==> src/hdl/n2dd_pkg.sv <==
package n2dd_pkg;

  // Display and field geometry.
  localparam int MAX_CELLS     = 16;
  localparam int VALUE_W       = 32;
  localparam int CNT_W         = 5;
  localparam int COL_W         = 5;
  localparam int LINE_W        = 3;
  localparam int CHAR_W        = 7;
  localparam int CMD_W         = 2;
  localparam int IN_DATA_W     = 48;
  localparam int OUT_DATA_W    = 16;

  // Cell index and running column widths.
  localparam int IDX_W         = (MAX_CELLS > 1) ? $clog2(MAX_CELLS) : 1;
  localparam int POS_COL_W     = $clog2((1 << COL_W) + MAX_CELLS);

  // Binary to BCD conversion: ten decimal digits cover 32 bits.
  localparam int BCD_DIGITS    = 10;
  localparam int BCD_W         = 4 * BCD_DIGITS;
  localparam int HEX_DIGITS    = VALUE_W / 4;
  localparam int BITS_PER_CELL = 2;
  localparam int NUM_CELLS     = VALUE_W / BITS_PER_CELL;

  // Text position limits.
  localparam int LINE_MIN      = 1;
  localparam int LINE_MAX      = 4;
  localparam int COL_MIN       = 1;
  localparam int COL_MAX       = 16;

  // Number formats.
  localparam logic [CMD_W-1:0] CMD_UDEC = 2'd0;
  localparam logic [CMD_W-1:0] CMD_SDEC = 2'd1;
  localparam logic [CMD_W-1:0] CMD_HEX  = 2'd2;
  localparam logic [CMD_W-1:0] CMD_BIN  = 2'd3;

  // Character codes.
  localparam logic [CHAR_W-1:0] CH_SPACE = 7'd32;
  localparam logic [CHAR_W-1:0] CH_MINUS = 7'd45;
  localparam logic [CHAR_W-1:0] CH_ZERO  = 7'd48;
  localparam logic [CHAR_W-1:0] CH_ALPHA = 7'd55;  // 'A' minus ten

  // One request as it travels down the conversion chain.
  typedef struct packed {
    logic [CMD_W-1:0]   cmd;
    logic               neg;
    logic [CNT_W-1:0]   count;
    logic [COL_W-1:0]   col;
    logic [LINE_W-1:0]  line;
    logic [VALUE_W-1:0] bin;
    logic [BCD_W-1:0]   bcd;
  } conv_t;

endpackage

==> src/hdl/n2dd_cell.sv <==
module n2dd_cell import n2dd_pkg::*; (
  input  logic  clk,
  input  logic  rst,
  input  logic  en,
  input  logic  in_valid,
  input  conv_t in_data,
  output logic  out_valid,
  output conv_t out_data
);

  conv_t stepped;

  // Two shift-and-add-3 steps. The binary word rotates, so after the whole
  // chain it holds the magnitude again next to its BCD form.
  always_comb begin
    stepped = in_data;
    for (int s = 0; s < BITS_PER_CELL; s++) begin
      for (int i = 0; i < BCD_DIGITS; i++) begin
        if (stepped.bcd[4*i +: 4] >= 4'd5) begin
          stepped.bcd[4*i +: 4] = stepped.bcd[4*i +: 4] + 4'd3;
        end
      end
      stepped.bcd = {stepped.bcd[BCD_W-2:0], stepped.bin[VALUE_W-1]};
      stepped.bin = {stepped.bin[VALUE_W-2:0], stepped.bin[VALUE_W-1]};
    end
  end

  // Stage register; the whole chain moves together when enabled.
  always_ff @(posedge clk) begin
    if (rst) begin
      out_valid <= 1'b0;
    end else if (en) begin
      out_valid <= in_valid;
    end
  end

  always_ff @(posedge clk) begin
    if (en) begin
      out_data <= stepped;
    end
  end

endmodule

==> src/hdl/n2dd_serializer.sv <==
module n2dd_serializer import n2dd_pkg::*; (
  input  logic                  clk,
  input  logic                  rst,
  input  logic                  in_valid,
  input  conv_t                 in_data,
  output logic                  ready,
  output logic                  m_axis_tvalid,
  input  logic                  m_axis_tready,
  output logic [OUT_DATA_W-1:0] m_axis_tdata,  // char_code, out_line, out_column
  output logic                  m_axis_tlast   // last
);

  logic                 busy;
  logic                 sign_pend;
  logic                 has_digits;
  logic                 started;
  logic [IDX_W-1:0]     idx;
  logic [POS_COL_W-1:0] col;
  logic [CMD_W-1:0]     mode;
  logic [LINE_W-1:0]    line;
  logic [VALUE_W-1:0]   bin;
  logic [BCD_W-1:0]     bcd;

  logic [CHAR_W-1:0]    out_char;
  logic [LINE_W-1:0]    out_line;
  logic [COL_W-1:0]     out_col;

  logic                 out_free;
  logic                 fire;
  logic                 fin;
  logic                 load;
  logic [3:0]           digit;
  logic                 blank;
  logic                 emit_last;
  logic [CHAR_W-1:0]    ch;
  logic [COL_W-1:0]     col_clamped;
  logic [CNT_W-1:0]     cells_m1;

  // Pick the digit for the current cell, most significant first.
  always_comb begin
    digit = 4'd0;
    case (mode)
      CMD_UDEC, CMD_SDEC: begin
        if (int'(idx) < BCD_DIGITS) begin
          digit = bcd[4*int'(idx) +: 4];
        end
      end
      CMD_HEX: begin
        if (int'(idx) < HEX_DIGITS) begin
          digit = bin[4*int'(idx) +: 4];
        end
      end
      CMD_BIN: begin
        if (int'(idx) < VALUE_W) begin
          digit = {3'b000, bin[idx]};
        end
      end
      default: digit = 4'd0;
    endcase
  end

  // Leading zeros become spaces, except in binary and on the final cell.
  assign blank = (mode != CMD_BIN) && !started && (digit == 4'd0) && (idx != '0);

  always_comb begin
    if (sign_pend) begin
      ch = CH_MINUS;
    end else if (blank) begin
      ch = CH_SPACE;
    end else if (digit < 4'd10) begin
      ch = CH_ZERO + CHAR_W'(digit);
    end else begin
      ch = CH_ALPHA + CHAR_W'(digit);
    end
  end

  // Column clamp to the display width.
  always_comb begin
    if (col < POS_COL_W'(COL_MIN)) begin
      col_clamped = COL_W'(COL_MIN);
    end else if (col > POS_COL_W'(COL_MAX)) begin
      col_clamped = COL_W'(COL_MAX);
    end else begin
      col_clamped = col[COL_W-1:0];
    end
  end

  assign emit_last = sign_pend ? !has_digits : (idx == '0);
  assign out_free  = !m_axis_tvalid || m_axis_tready;
  assign fire      = busy && out_free;
  assign fin       = fire && emit_last;
  assign ready     = !busy || fin;
  assign load      = in_valid && ready;
  assign cells_m1  = in_data.count - CNT_W'(1) - CNT_W'(in_data.neg);

  // Cell sequencer: one character per cycle while the output has room.
  always_ff @(posedge clk) begin
    if (rst) begin
      busy <= 1'b0;
    end else if (load) begin
      busy <= (in_data.count != '0);
    end else if (fin) begin
      busy <= 1'b0;
    end
  end

  // A new request replaces the one whose final character goes out now.
  always_ff @(posedge clk) begin
    if (load) begin
      sign_pend  <= in_data.neg;
      has_digits <= !(in_data.neg && (in_data.count == CNT_W'(1)));
      started    <= 1'b0;
      idx        <= cells_m1[IDX_W-1:0];
      col        <= POS_COL_W'(in_data.col);
      mode       <= in_data.cmd;
      line       <= in_data.line;
      bin        <= in_data.bin;
      bcd        <= in_data.bcd;
    end else if (fire) begin
      if (sign_pend) begin
        sign_pend <= 1'b0;
      end else begin
        idx <= idx - IDX_W'(1);
        if (!blank) begin
          started <= 1'b1;
        end
      end
      col <= col + POS_COL_W'(1);
    end
  end

  // Output register.
  always_ff @(posedge clk) begin
    if (rst) begin
      m_axis_tvalid <= 1'b0;
    end else if (fire) begin
      m_axis_tvalid <= 1'b1;
    end else if (m_axis_tready) begin
      m_axis_tvalid <= 1'b0;
    end
  end

  always_ff @(posedge clk) begin
    if (fire) begin
      out_char     <= ch;
      out_line     <= line;
      out_col      <= col_clamped;
      m_axis_tlast <= emit_last;
    end
  end

  assign m_axis_tdata = {1'b0, out_col, out_line, out_char};

endmodule

==> src/hdl/number_to_display_digits_core.sv <==
// An accepted request passes every cell register of the chain and the serializer before its first character is offered.
// Throughput is set by the serializer, which emits one character per cycle while the output has room
// and takes the next request as the final character of the one before goes out.
// The 16-cell conversion chain takes a new request in every cycle it moves.
// Reset (synchronous) empties the chain, the serializer and the output.
module number_to_display_digits_core import n2dd_pkg::*; (
  input  logic                  clk,
  input  logic                  rst,
  input  logic                  s_axis_tvalid,
  output logic                  s_axis_tready,
  input  logic [IN_DATA_W-1:0]  s_axis_tdata,  // value, digit_count, start_column, text_line
  input  logic [CMD_W-1:0]      s_axis_tuser,  // command
  output logic                  m_axis_tvalid,
  input  logic                  m_axis_tready,
  output logic [OUT_DATA_W-1:0] m_axis_tdata,  // char_code, out_line, out_column
  output logic                  m_axis_tlast   // last
);

  logic               chain_valid [0:NUM_CELLS];
  conv_t              chain_data  [0:NUM_CELLS];
  logic               advance;
  logic               ser_ready;
  logic [VALUE_W-1:0] value;
  logic [CNT_W-1:0]   digit_count;
  logic [COL_W-1:0]   start_column;
  logic [LINE_W-1:0]  text_line;
  conv_t              entry;

  assign value        = s_axis_tdata[VALUE_W-1:0];
  assign digit_count  = s_axis_tdata[VALUE_W +: CNT_W];
  assign start_column = s_axis_tdata[VALUE_W + CNT_W +: COL_W];
  assign text_line    = s_axis_tdata[VALUE_W + CNT_W + COL_W +: LINE_W];

  // Request entry: clamp count and line, take the magnitude of negatives.
  always_comb begin
    entry.cmd = s_axis_tuser;
    entry.neg = (s_axis_tuser == CMD_SDEC) && value[VALUE_W-1];
    entry.bin = entry.neg ? (~value + VALUE_W'(1)) : value;
    entry.bcd = '0;
    entry.col = start_column;
    if (int'(digit_count) > MAX_CELLS) begin
      entry.count = CNT_W'(MAX_CELLS);
    end else begin
      entry.count = digit_count;
    end
    if (text_line < LINE_W'(LINE_MIN)) begin
      entry.line = LINE_W'(LINE_MIN);
    end else if (text_line > LINE_W'(LINE_MAX)) begin
      entry.line = LINE_W'(LINE_MAX);
    end else begin
      entry.line = text_line;
    end
  end

  assign chain_valid[0] = s_axis_tvalid;
  assign chain_data[0]  = entry;

  // The chain stalls only when its last cell holds a request the
  // serializer cannot take yet.
  assign advance       = !chain_valid[NUM_CELLS] || ser_ready;
  assign s_axis_tready = advance;

  // Conversion chain.
  for (genvar g = 0; g < NUM_CELLS; g++) begin : g_cell
    n2dd_cell u_cell (
      .clk       (clk),
      .rst       (rst),
      .en        (advance),
      .in_valid  (chain_valid[g]),
      .in_data   (chain_data[g]),
      .out_valid (chain_valid[g+1]),
      .out_data  (chain_data[g+1])
    );
  end

  // Character serializer and output register.
  n2dd_serializer u_ser (
    .clk           (clk),
    .rst           (rst),
    .in_valid      (chain_valid[NUM_CELLS]),
    .in_data       (chain_data[NUM_CELLS]),
    .ready         (ser_ready),
    .m_axis_tvalid (m_axis_tvalid),
    .m_axis_tready (m_axis_tready),
    .m_axis_tdata  (m_axis_tdata),
    .m_axis_tlast  (m_axis_tlast)
  );

endmodule

==> config.mk <==
export PLATFORM = sky130hd
export DESIGN_NAME = number_to_display_digits_core
export DESIGN_NICKNAME = d
export VERILOG_FILES = /design/src/hdl/n2dd_pkg.sv /design/src/hdl/n2dd_cell.sv /design/src/hdl/n2dd_serializer.sv /design/src/hdl/number_to_display_digits_core.sv
export SDC_FILE = /design/constraint.sdc
export NUM_CORES = 1
export LEC_CHECK = 0
export ABC_CLOCK_PERIOD_IN_PS = 71000
export BUFFER_PORTS_ARGS = -buffer_cell sky130_fd_sc_hd__buf_2
export CAP_MARGIN = 20
export CORE_UTILIZATION = 61
export CTS_CLUSTER_DIAMETER = 120
export DETAILED_ROUTE_END_ITERATION = 16
export GPL_TIMING_DRIVEN = 0
export HOLD_SLACK_MARGIN = 0.12
export PLACE_DENSITY = 0.77
export SETUP_SLACK_MARGIN = 0.02
export SLEW_MARGIN = 15
export SYNTH_ARGS = -nofsm -noshare
export SYNTH_HDL_FRONTEND = slang
export SYNTH_HIERARCHICAL = 1
export SYNTH_SLANG_ARGS = --single-unit
==> constraint.sdc <==
create_clock -name clk -period 71 [get_ports clk]
set_clock_uncertainty 0.2 [all_clocks]
set_input_delay 14.2 -clock clk [delete_from_list [all_inputs] [get_ports clk]]
set_output_delay 14.2 -clock clk [all_outputs]
set_load 0.02 [all_outputs]
# After elaboration in Yosys (flattened, before gate mapping)
# Cells that the tools add are included.
dict set report word_totals {
  out_inout_bits 19
  word_cells 1028
  rom_bits 0
  latch_bits 0
  inputBits 54
  register_bits 1432
  memories 0
  ram_bits 0
}
dict set report classes {
  muxes 287
  addsub 272
  mul 0
  magnitude_cmp 274
  n_eq_ne 7
  n_reduce_logical 31
  shift 2
  div_mod_pow 0
  n_bitwise 3
}
# operator n
set ops {}
lappend ops {{$ge A4 B3 Y1 const B} 255}
lappend ops {{$mux W4} 244}
lappend ops {{$add A4 B2 Y4 const B} 234}
lappend ops {{$mux W3} 23}
lappend ops {{$add A3 B2 Y3 const B} 21}
lappend ops {{$shiftx A40 B7 Y4} 1}
lappend ops {{$add A32 B1 Y32 const B} 1}
lappend ops {{$mux W32} 1}
lappend ops {{$not A32 Y32} 1}
lappend ops {{$shiftx A32 B7 Y4} 1}
lappend ops {{$add A1 B2 Y3 const AB} 5}
lappend ops {{$add A1 B2 Y3 const B} 5}
lappend ops {{$ge A1 B3 Y1 const AB} 5}
lappend ops {{$ge A1 B3 Y1 const B} 5}
lappend ops {{$mux W5} 3}
lappend ops {{$add A6 B4 Y7 const A} 2}
lappend ops {{$mux W1} 13}
lappend ops {{$lt A4 B4 Y1 const B} 3}
lappend ops {{$pmux W4 S3} 1}
lappend ops {{$logic_and A1 B1 Y1} 8}
lappend ops {{$logic_not A4 Y1} 2}
lappend ops {{$reduce_or A2 Y1} 4}
lappend ops {{$sub A4 B1 Y4 const B} 2}
lappend ops {{$mux W7} 1}
lappend ops {{other kinds (22)} 35}

# Logic depth before layout (Yosys ltp)
dict set report depth {
  ltp_word 8
  mapped_depth 12
  depth_no_buf 10
}

# By module
# Netlist, hierarchy kept.
# mod cells_each area_per_inst_um2 n_inst
set modules_own_cells {}
lappend modules_own_cells {n2dd_cell 357 4506.8 16}
lappend modules_own_cells {n2dd_serializer 288 4733.3 1}
lappend modules_own_cells {number_to_display_digits_core 112 868.3 1}

# Worst setup path before layout
# OpenSTA, ideal clock, no wires.
dict set report synth_timing {
  path_kind {input to output}
  startpoint {in m_axis_tready}
  endpoint {out s_axis_tready}
  t_required_ns 56.600
  path_buffers 0
  setup_slack_ns 8.516
  arrival_time_ns 48.084
  path_stages 3
  cell_sequence {nand2b_1 a21o_1 nand2b_1}
}
dict set report synth_via {
  elab_chain_cells 5
}
# element line
set synth_lines {}
lappend synth_lines {{start: declaration} number_to_display_digits_core.sv:14} ;# input logic m_axis_tready,
lappend synth_lines {{$logic_or A1 B1 Y1} n2dd_serializer.sv:89} ;# assign out_free = !m_axis_tvalid || m_axis_tready;
lappend synth_lines {{$logic_and A1 B1 Y1} n2dd_serializer.sv:90} ;# assign fire = busy && out_free;
lappend synth_lines {{$logic_and A1 B1 Y1} n2dd_serializer.sv:91} ;# assign fin = fire && emit_last;
lappend synth_lines {{$logic_or A1 B1 Y1} n2dd_serializer.sv:92} ;# assign ready = !busy || fin;
lappend synth_lines {{via ser_ready} number_to_display_digits_core.sv:22} ;# logic ser_ready;
lappend synth_lines {{$logic_or A1 B1 Y1} number_to_display_digits_core.sv:60} ;# assign advance = !chain_valid[NUM_CELLS] || ser_ready;
lappend synth_lines {{end: declaration} number_to_display_digits_core.sv:10} ;# output logic s_axis_tready,
# The timed path passes the listed nets, and every way through them passes these cells.

# Final worst setup path
# Same ends and word-level chain as after synthesis.

==> metrics.md <==
| Metric | Value |
|---|---|
| Clock Latency Late Sink | `0.79 ns` |
| Max_slew headroom | `39.9%` |
| RSZ-0062 raised after global routing | `no` |
| Arrival time worst endpoint | `between 15 and 20 ns` |
| Setup violations, final | `0` |
| Max Root-Sink Buffers | `3` |
| Root Driver | `clkbuf_16` |
| I/O Pins | `between 70 and 80` |
| Wire per inst | `15.0 um` |
| Max cap viols | `0` |
| Die area | `0.129 mm2` |
| CTS tree | `built` |
| Dpl hpwl | `86.8 mm` |
| # Post-CTS Setup Buffers | `0` |
| Worst R2R Start | `u_ser/idx[1]$_DFFE_PP_` |
| Core area | `0.126 mm2` |
| Most frequent cell after synthesis | `edfxtp_1` |
| Sequential cell area fraction in the yosys report | `58.3%` |
| Placed cell areas | `0.0814 mm2` |
| Ant diodes | `0` |
| Peak Freq | `32.5 MHz` |
| Final Cell Area | `0.0866 mm2` |
| Reg area | `0.0453 mm2` |
| Worst slack at placement | `40.25 ns` |
| Largest net degree at the start of global routing | `65` |
| Leakage | `0.0335 uW` |
| CP required | `56.60 ns` |
| Clock sinks | `1,516` |
| CTS H-tree depth | `4` |
| Slowest stage delay, CP | `approximately 0.30 ns` |
| Critical-path cell list | `buf_2 -> nand2b_1 -> a21o_1 -> nand2b_4 -> buf_16 -> buf_16 -> buf_16 -> buf_16 -> buf_2` |
| Yosys reg bits | `1,516` |
| Total CTS buffers | `156` |
| Die Span Y | `359 um` |
| Post-synthesis cell type count | `89` |
| Layout area overhead | `11.4%` |
| Share of layout cells above drive strength 1 | `11.3%` |
| Synth top area cells | `edfxtp_1 58%, ha_1 5.8%, xnor2_1 3.5%, o21ai_0 2.8%, a21oi_1 2.7%` |
| Antenna Nets Post-Route | `0` |
| Worst Tran Pin Value | `0.896 ns` |
| TritonRoute pass-1 iters | `5` |
| Rows | `130` |
| Worst VDD drop | `around 0.000024 V` |
| Tmin final | `between 30 and 40 ns` |
| Util after Layout | `68.7%` |
| Die width | `approximately 360 um` |
| CP endpoint kind | `output port` |
| Hold path startpoint | `g_cell[10].u_cell/out_data[87]$_DFFE_PP_` |
| Via Count | `46,000` |
| First-pass GRT wire length | `207 mm` |
| Critical path origin | `m_axis_tready` |
| GP Congestion | `0.819` |
| Post-route setup slack | `40.26 ns` |
| Most used cell along the critical path | `buf_16` |
| Multi-input logic area | `approximately 0.031 mm2` |
| Buffers on Ports | `68` |
| Worst-path maximum fanout | `61` |
| Slowest CP cell | `buf_16` |
| Post-cts resize count | `0` |
| Initial antenna violation count | `1` |
| Post-Synthesis Cell Area | `0.0777 mm2` |
| Crit Path Class | `in2out` |
| Power Total | `4210 uW` |
| Post-Synthesis Cells | `6,112` |
| Gr usage total | `19.3%` |
| Final WL | `124 mm` |
| WHS | `roughly 0.18 ns` |
| Via/cell ratio | `5.55` |
| Clk pin slew, worst setup/hold paths | `0.06 ns` |
| Crit start category | `input pin` |
| Synth top area share | `57.8%` |
| Top_reg_cell synth | `edfxtp_1` |
| YS warnings | `6` |
| Iteration-0 DRC Markers | `2,480` |
| Synth async-reset ratio | `0%` |
| Avg Cell Area, Syn | `~13 um2` |
| EDFF count, synth | `1,496` |
| Power density over cell area | `48.7 mW/mm2` |
| Overflow after GRT | `0` |
| Status | `complete, no violations` |
| Most instantiated cells after synthesis | `1,496 x edfxtp_1, 467 x inv_1, 427 x o21ai_0, 425 x a21oi_1, 360 x ha_1` |
| Hold buffer count at cts | `0` |
| Vias in the first global route | `between 40,000 and 50,000` |
| Final Max Tran Viols | `0` |
| Layout Nets | `approximately 6,900` |
| Worst Hold Class | `reg2reg` |
| Starting Density | `61.6%` |
| Area leader, netlist | `edfxtp_1` |
| Period utilization | `~43%` |
| Filler cells | `8,548` |
| Fin. Hold Viols | `0` |
| DRC viols | `0` |
-- layout by cell type (no fill, tap or decap), types with 42 or more instances in the layout --
cell type / netlist / final
mux2_2: 100 / 100
a21boi_0: 49 / 49
nor3b_1: 209 / 209
a21oi_4: 64 / 64
inv_1: 467 / 467
xnor2_1: 314 / 314
a21oi_1: 425 / 425
clkbuf_16: 0 / 156
a21oi_2: 50 / 50
o22ai_1: 177 / 177
o21ai_2: 48 / 48
o21ai_1: 87 / 87
o21a_1: 48 / 48
or3_1: 129 / 129
nand3_1: 151 / 151
conb_1: 2 / 145
nand2b_1: 293 / 292
xor2_1: 76 / 76
and2_1: 49 / 49
o21bai_1: 48 / 48
ha_1: 360 / 360
nand2b_4: 48 / 49
nor2_1: 178 / 178
o21ai_0: 427 / 427
o311ai_0: 48 / 48
mux2i_1: 206 / 206
clkinv_1: 0 / 42
edfxtp_1: 1496 / 1496
buf_2: 4 / 71
or2_1: 83 / 83
nand2_1: 218 / 218
-- critical path, delay by kind of cell --
family | cells | cell delay (ns)
compound gates | 1 | 0.16
buf+inv | 6 | 1.49
simple gates | 2 | 0.34
-- area by class of cell --
class                      count  share of cell area, %
buffer                        34                  0.285
clock buffer                 176                   4.60
clock inverter               110                   1.41
inverter                     468                   2.03
multi-input combinational   4237                   35.7
sequential                  1516                   52.4
tap                         1650                   2.38
timing repair buffer          94                   1.22
-- report_power, final --
group | switching, uW | internal [uW] | total (uW)
combinational | 1050 | 832 | 1890
sequential | 164 | 1350 | 1510
clock | 344 | 470 | 814
-- stage by stage --
stage,setup TNS (ns),cells
floorplan,0,6255
finish,0,8285
detailed placement,0,7999
global placement,-7.43,7973
CTS,0,8285
global route,0,8285
-- flip-flops by register name (all words and copies together), names as in the netlist --
| name | cells |
|---|---|
| u_ser/started | 1 |
| g_cell.u_cell/out_valid | 16 |
| u_ser/sign_pend | 1 |
| u_ser/line | 3 |
| u_ser/bcd | 40 |
| g_cell.u_cell/out_data | 1392 |
| u_ser/mode | 2 |
| u_ser/has_digits | 1 |
| u_ser/m_axis_tlast | 1 |
| u_ser/out_line | 3 |
| u_ser/busy | 1 |
| u_ser/idx | 4 |
| u_ser/bin | 32 |
| u_ser/out_char | 7 |
| u_ser/out_col | 5 |
| u_ser/m_axis_tvalid | 1 |
| u_ser/col | 6 |
-- layer usage --
| metal | wire length (um) | share of wire (%) | track usage, % | up-vias |
|---|---|---|---|---|
| li1 | - | - | - | 23400 |
| met1 | 47200 | 38 | 19.8 | 21800 |
| met2 | 67800 | 55 | 37.6 | 611 |
| met3 | 3770 | 3.0 | 3.30 | 251 |
| met4 | 5170 | 4.2 | 8.88 | 0 |
| met5 | 0 | 0 | 0 | - |
-- final timing paths --
check,end,slack [ns],cells past startpoint
worst max-delay path,s_axis_tready,40.26,9
worst min-delay path,g_cell[11].u_cell/out_data[87]$_DFFE_PP_,0.18,0
worst max register to register,g_cell[0].u_cell/out_data[34]$_DFFE_PP_,66.31,14
worst min register to register,g_cell[11].u_cell/out_data[87]$_DFFE_PP_,0.18,0
-- cell families after synthesis --
kind of cell / share of synthesized area, %
compound gates: 13.0
xor+xnor: 4.73
fa+ha+maj: 5.81
buf+inv: 2.57
flops: 58.3
mux: 4.57
other cells: 0.00966
simple gates: 11.0
Power figures use the tool's default switching activity.
